--- src/hw/rtl/fdfc_pkg.sv ---
// shared widths, register codes and handshake structs for the fractional delay comb
package fdfc_pkg;

  // payload field widths
  localparam int CH_W     = 1;
  localparam int SAMPLE_W = 16;
  localparam int WIDX_W   = 14;
  localparam int DLY_W    = 22;
  localparam int GAIN_W   = 16;
  localparam int FRAC_W   = 8;

  // stream word widths
  localparam int IN_TDATA_W  = 72;
  localparam int OUT_TDATA_W = 16;

  // configuration port
  localparam int CFG_DW     = 32;
  localparam int CFG_AW     = 3;
  localparam int CFG_LEN_W  = 15;
  localparam int CFG_LEN_MAX = 2 ** CFG_LEN_W - 1;

  typedef enum logic [0:0] {
    REG_RING_LENGTH = 1'b0
  } cfg_reg_t;

  // remainder unit request and status
  typedef struct packed {
    logic             start;
    logic [DLY_W-1:0] numer;
  } mod_req_t;

  typedef struct packed {
    logic busy;
    logic done;
  } mod_rsp_t;

endpackage

--- src/hw/rtl/fdfc_mod_unit.sv ---
// bit-serial restoring remainder unit, one numerator bit per cycle
module fdfc_mod_unit #(
  parameter int DEN_W = 23
) (
  input  logic                clk,
  input  logic                rst_n,
  input  fdfc_pkg::mod_req_t  req,
  input  logic [DEN_W-1:0]    den,
  output fdfc_pkg::mod_rsp_t  rsp,
  output logic [DEN_W-1:0]    rem
);

  localparam int NUM_W = fdfc_pkg::DLY_W;
  localparam int CNT_W = $clog2(NUM_W + 1);

  logic             busy_r;
  logic             done_r;
  logic [CNT_W-1:0] cnt_r;
  logic [NUM_W-1:0] num_r;
  logic [DEN_W-1:0] den_r;
  logic [DEN_W-1:0] rem_r;
  logic [DEN_W-1:0] rem_nxt;
  logic [DEN_W:0]   trial;
  logic [DEN_W:0]   diff;

  // shift in the next bit, subtract when it fits
  always_comb begin
    trial = {rem_r, num_r[NUM_W-1]};
    diff  = trial - {1'b0, den_r};
    if (trial >= {1'b0, den_r}) begin
      rem_nxt = diff[DEN_W-1:0];
    end else begin
      rem_nxt = trial[DEN_W-1:0];
    end
  end

  always_ff @(posedge clk) begin
    if (!rst_n) begin
      busy_r <= 1'b0;
      done_r <= 1'b0;
      cnt_r  <= '0;
    end else begin
      done_r <= 1'b0;
      if (req.start) begin
        busy_r <= 1'b1;
        cnt_r  <= CNT_W'(NUM_W);
      end else if (busy_r) begin
        cnt_r <= cnt_r - CNT_W'(1);
        if (cnt_r == CNT_W'(1)) begin
          busy_r <= 1'b0;
          done_r <= 1'b1;
        end
      end
    end
  end

  always_ff @(posedge clk) begin
    if (req.start) begin
      num_r <= req.numer;
      den_r <= den;
      rem_r <= '0;
    end else if (busy_r) begin
      num_r <= {num_r[NUM_W-2:0], 1'b0};
      rem_r <= rem_nxt;
    end
  end

  assign rsp.busy = busy_r;
  assign rsp.done = done_r;
  assign rem      = rem_r;

endmodule

--- config.mk ---
export PLATFORM = sky130hd
export DESIGN_NAME = fdfc_mod_unit
export DESIGN_NICKNAME = d
export VERILOG_FILES = /design/src/hw/rtl/fdfc_pkg.sv /design/src/hw/rtl/fdfc_mod_unit.sv
export SDC_FILE = /design/constraint.sdc
export NUM_CORES = 1
export LEC_CHECK = 0
export BUFFER_PORTS_ARGS = -buffer_cell sky130_fd_sc_hd__buf_2
export CELL_PAD_IN_SITES_DETAIL_PLACEMENT = 0
export CELL_PAD_IN_SITES_GLOBAL_PLACEMENT = 1
export CORE_MARGIN = 2
export CORE_UTILIZATION = 44
export DETAILED_ROUTE_END_ITERATION = 8
export PLACE_DENSITY = 0.89
export SETUP_SLACK_MARGIN = 0.4
export SYNTH_ARGS = -nofsm -noshare
export SYNTH_HDL_FRONTEND = slang
export SYNTH_SLANG_ARGS = --single-unit
--- constraint.sdc ---
create_clock -name clk -period 3.4 [get_ports clk]
set_clock_uncertainty 0.1 [all_clocks]
set_input_delay 0.17 -clock clk [delete_from_list [all_inputs] [get_ports clk]]
set_output_delay 0.17 -clock clk [all_outputs]
set_load 0.05 [all_outputs]
==> results.yml <==
sta:
  timing.final.crit_share_pct: 81.7
  drv_slew: 0
  setup_viol: 0
  grt_setup_unrepaired: "false"
  min_period_ns: 2.78
  finalSetupTns_ns: 0
  relSlewSlack_pct: 45.4
  worst_slew_pin_slew_ns: 0.818
  hold_viol_final: 0
  max_freq_mhz: 360
finish:
  fillers: 822
  nets: 597
  fin_util_pct: 56.9
  final_cell_area_um2: 5310
  drive_above_1_share_pct: 24.2
  area_delta_synth_final_pct: 24.6
  antenna_cells: 0
power:
  p_sw_uw: 706
  combinationalPowerShare_pct: 22.8
  power.total_uw: 2360
  power_frac_seq_pct: 45.9
  p_clk_share_pct: 31.4
  leakage_uw: 0.00227
  powerDensity_nw_per_um2: 445
  peakVddDrop_mv: 0.342
  internal_power_uw: 1660
  switching_share_pct: 29.9
critical_path:
  r2r_start: "num_r[21]"
  crit_buf_inv: 1
  r2r_end: "rem[22]"
  worstPathRequired_ns: 3.53
  r2r_setup_slack_ns: 0.62
  crit_path_cell_trace: "inv_1, ha_1, fa_1, nor2b_4, o31ai_2, a21oi_2, o21a_4, o21a_1, o211ai_2, a2111oi_2, o21bai_1, o32ai_2"
  crit_slowest_cell: "fa_1"
  critPathKind: "reg2reg"
  path_delay_family: "compound AO/OA/AOI/OAI gates"
  cp.arrival_ns: 2.91
  crit_path_end_kind: "flip-flop"
  critPathMaxFanout: 4
  cpPeakStageDelay_ns: 0.45
  worstRegToRegCells: 12
  critPathLaunchType: "flip-flop"
cts:
  cts-root-buf: "clkbuf_8"
  clk_latency_ns: 0.36
  htreeDepth: 3
  cts_buffer_depth: 2
  clk_pin_slew_ns: 0.09
  cts.sinks: 75
  cts_buffers: 9
  cts_tree: "built"
die:
  io_pins: 73
  die_w_um: 102
  die-area_um2: 10500
  core_um2: 9330
  num_rows: 35
  die_h_um: 102
  start_util_pct: 45.6
logic_synthesis:
  synth.most_common_cell: "edfxtp_1"
  synthArstFlopShare_pct: 0
  syn_area_um2: 4260
  synthesis.nets: 494
  synth_cell_types: 56
  synthCells: 420
  yosysWarnings: 0
  synth.avg_cell_area_um2: 10.1
  synth_top_area_share_pct: 31.7
  synth_ff_type: "edfxtp_1"
  ys_top_cells_by_area: "edfxtp_1 (32%), dfxtp_1 (14%), ha_1 (7.3%)"
  synth-edff-count: 45
  yosysTopAreaCell: "edfxtp_1"
  yosysSeqAreaShare_pct: 45.8
  ys_ff_latch: 75
  ys_top_cells_by_count: "edfxtp_1 (45), nor2_1 (39), inv_1 (35), a21oi_1 (31), dfxtp_1 (30)"
outcome:
  status: "completed"
global_routing:
  antenna_found_initial: 0
  grtUsageTotal_pct: 18.6
  overflow: 0
  grt_max_degree: 48
  grt_pass1_wl_um: 15300
  grt_pass1_vias: 3318
detailed_routing:
  wl_um: 9090
  first_pass_iters: 4
  drc_errors: 0
  antenna_left: 0
  num_vias: 3322
  drtIter0Drc: 129
  via_per_inst: 5.06
  wire_per_inst_um: 13.8
flow_run:
  maxCapViolCount: 0
placement:
  dp_hpwl_um: 6330
  place_area_um2: 4700
  io_buffers: 72
  place_congestion: 0.889
min_path:
  worstHoldStart: "req[3]"
  min_to: "num_r[3]"
  hp-class: "in2reg"
  hold_depth: 2
-- cell type report --
type	count	area [um^2]	share of cell area, %
multi-input combinational	288	2080	39.1
sequential	75	1950	36.8
tap	129	161	3.04
clock inverter	4	35.0	0.660
timing repair buffer	113	758	14.3
inverter	36	135	2.55
clock buffer	12	188	3.54
-- timing repair --
action	in CTS	in global routing
hold buffers	36	0
setup endpoints to repair	0	16
hold endpoints to repair	39	0
buffers inserted	0	1
gates resized for setup	0	2
-- stage by stage --
step                setup slack (ns)  hold WS, ns  std cells
finish                         0.621       0.0178        657
global route                   0.428      0.00788        657
CTS                            0.595     0.000497        656
detailed placement             0.614        0.248        604
global placement               0.665        0.247        604
floorplan                      0.509        0.169        420
-- cells in the final DEF, fill, tap and decap left out, types with 2 or more instances in the layout --
cell type / count
dlygate4sd3_1: 36
inv_1: 35
inv_6: 2
a211oi_1: 16
and2_1: 4
nand2_1: 28
xor2_1: 6
o21bai_1: 5
nand3_1: 7
mux2i_1: 10
o21ai_1: 7
clkbuf_16: 2
dfxtp_1: 30
buf_4: 5
buf_2: 72
mux2_2: 21
a21oi_1: 31
clkinv_4: 2
a21o_1: 7
clkbuf_8: 10
nand4_1: 4
nor3_1: 6
o21a_1: 7
nor2_1: 39
a22oi_1: 3
a31oi_1: 2
ha_1: 25
o21ai_0: 11
edfxtp_1: 45
xnor2_1: 17
and3_1: 4
-- logic make-up (layout without fill, tap and decap cells) --
logic type	after synthesis	after routing	synth area share, %
AO/OA/AOI/OAI	106	106	17.0
AND/OR/NAND/NOR	102	102	11.0
flip-flops	75	75	45.8
buffers and inverters	57	165	5.64
multiplexers	31	31	7.90
adder cells (fa/ha/maj)	26	26	7.82
XOR/XNOR	23	23	4.73
-- power by group through the flow --
stage          logic (uW)  registers, uW  clock network, uW
2_1_floorplan         338           1150                  0
3_3_place_gp          493           1100                  0
3_5_place_dp          501           1100                  0
4_1_cts               535           1080                758
5_1_grt               597           1090                790
6_report              537           1080                740
-- per-layer routing --
| metal | global-route usage [%] | vias up | wire, um | part of all wire [%] |
|---|---|---|---|---|
| li1 | - | 1710 | - | - |
| met1 | 23.2 | 1535 | 4160 | 46 |
| met2 | 30.3 | 71 | 4350 | 48 |
| met3 | 6.22 | 6 | 504 | 5.5 |
| met4 | 6.77 | 0 | 78 | 0.86 |
| met5 | 0 | - | 0 | 0 |
-- worst max-delay path by stage --
| stage | endpoint | from | cells after the start | slack (ns) |
|---|---|---|---|---|
| after global placement | rem[13] | num_r[21] | 13 | 0.67 |
| final | rem[22] | num_r[21] | 12 | 0.62 |
| after CTS | rem[22] | num_r[21] | 12 | 0.60 |
| after floorplan | rem[22] | rem[0] | 11 | 0.51 |
| after detailed placement | rem[22] | num_r[21] | 12 | 0.61 |
| after global routing | rem[22] | num_r[21] | 12 | 0.43 |
-- registers in the layout (all words and copies together), names as in the netlist --
register,count
done_r,1
rem,23
cnt_r,5
busy_r,1
den_r,23
num_r,22
-- worst register-to-register path: stages, from the launching register on --
cell,delay (ns)
edfxtp_1,0.35
inv_1,0.05
ha_1,0.21
fa_1,0.45
nor2b_4,0.15
o31ai_2,0.08
a21oi_2,0.20
o21a_4,0.16
o21a_1,0.14
o211ai_2,0.11
a2111oi_2,0.37
o21bai_1,0.18
o32ai_2,0.11
(Power assumes the default switching activity.)
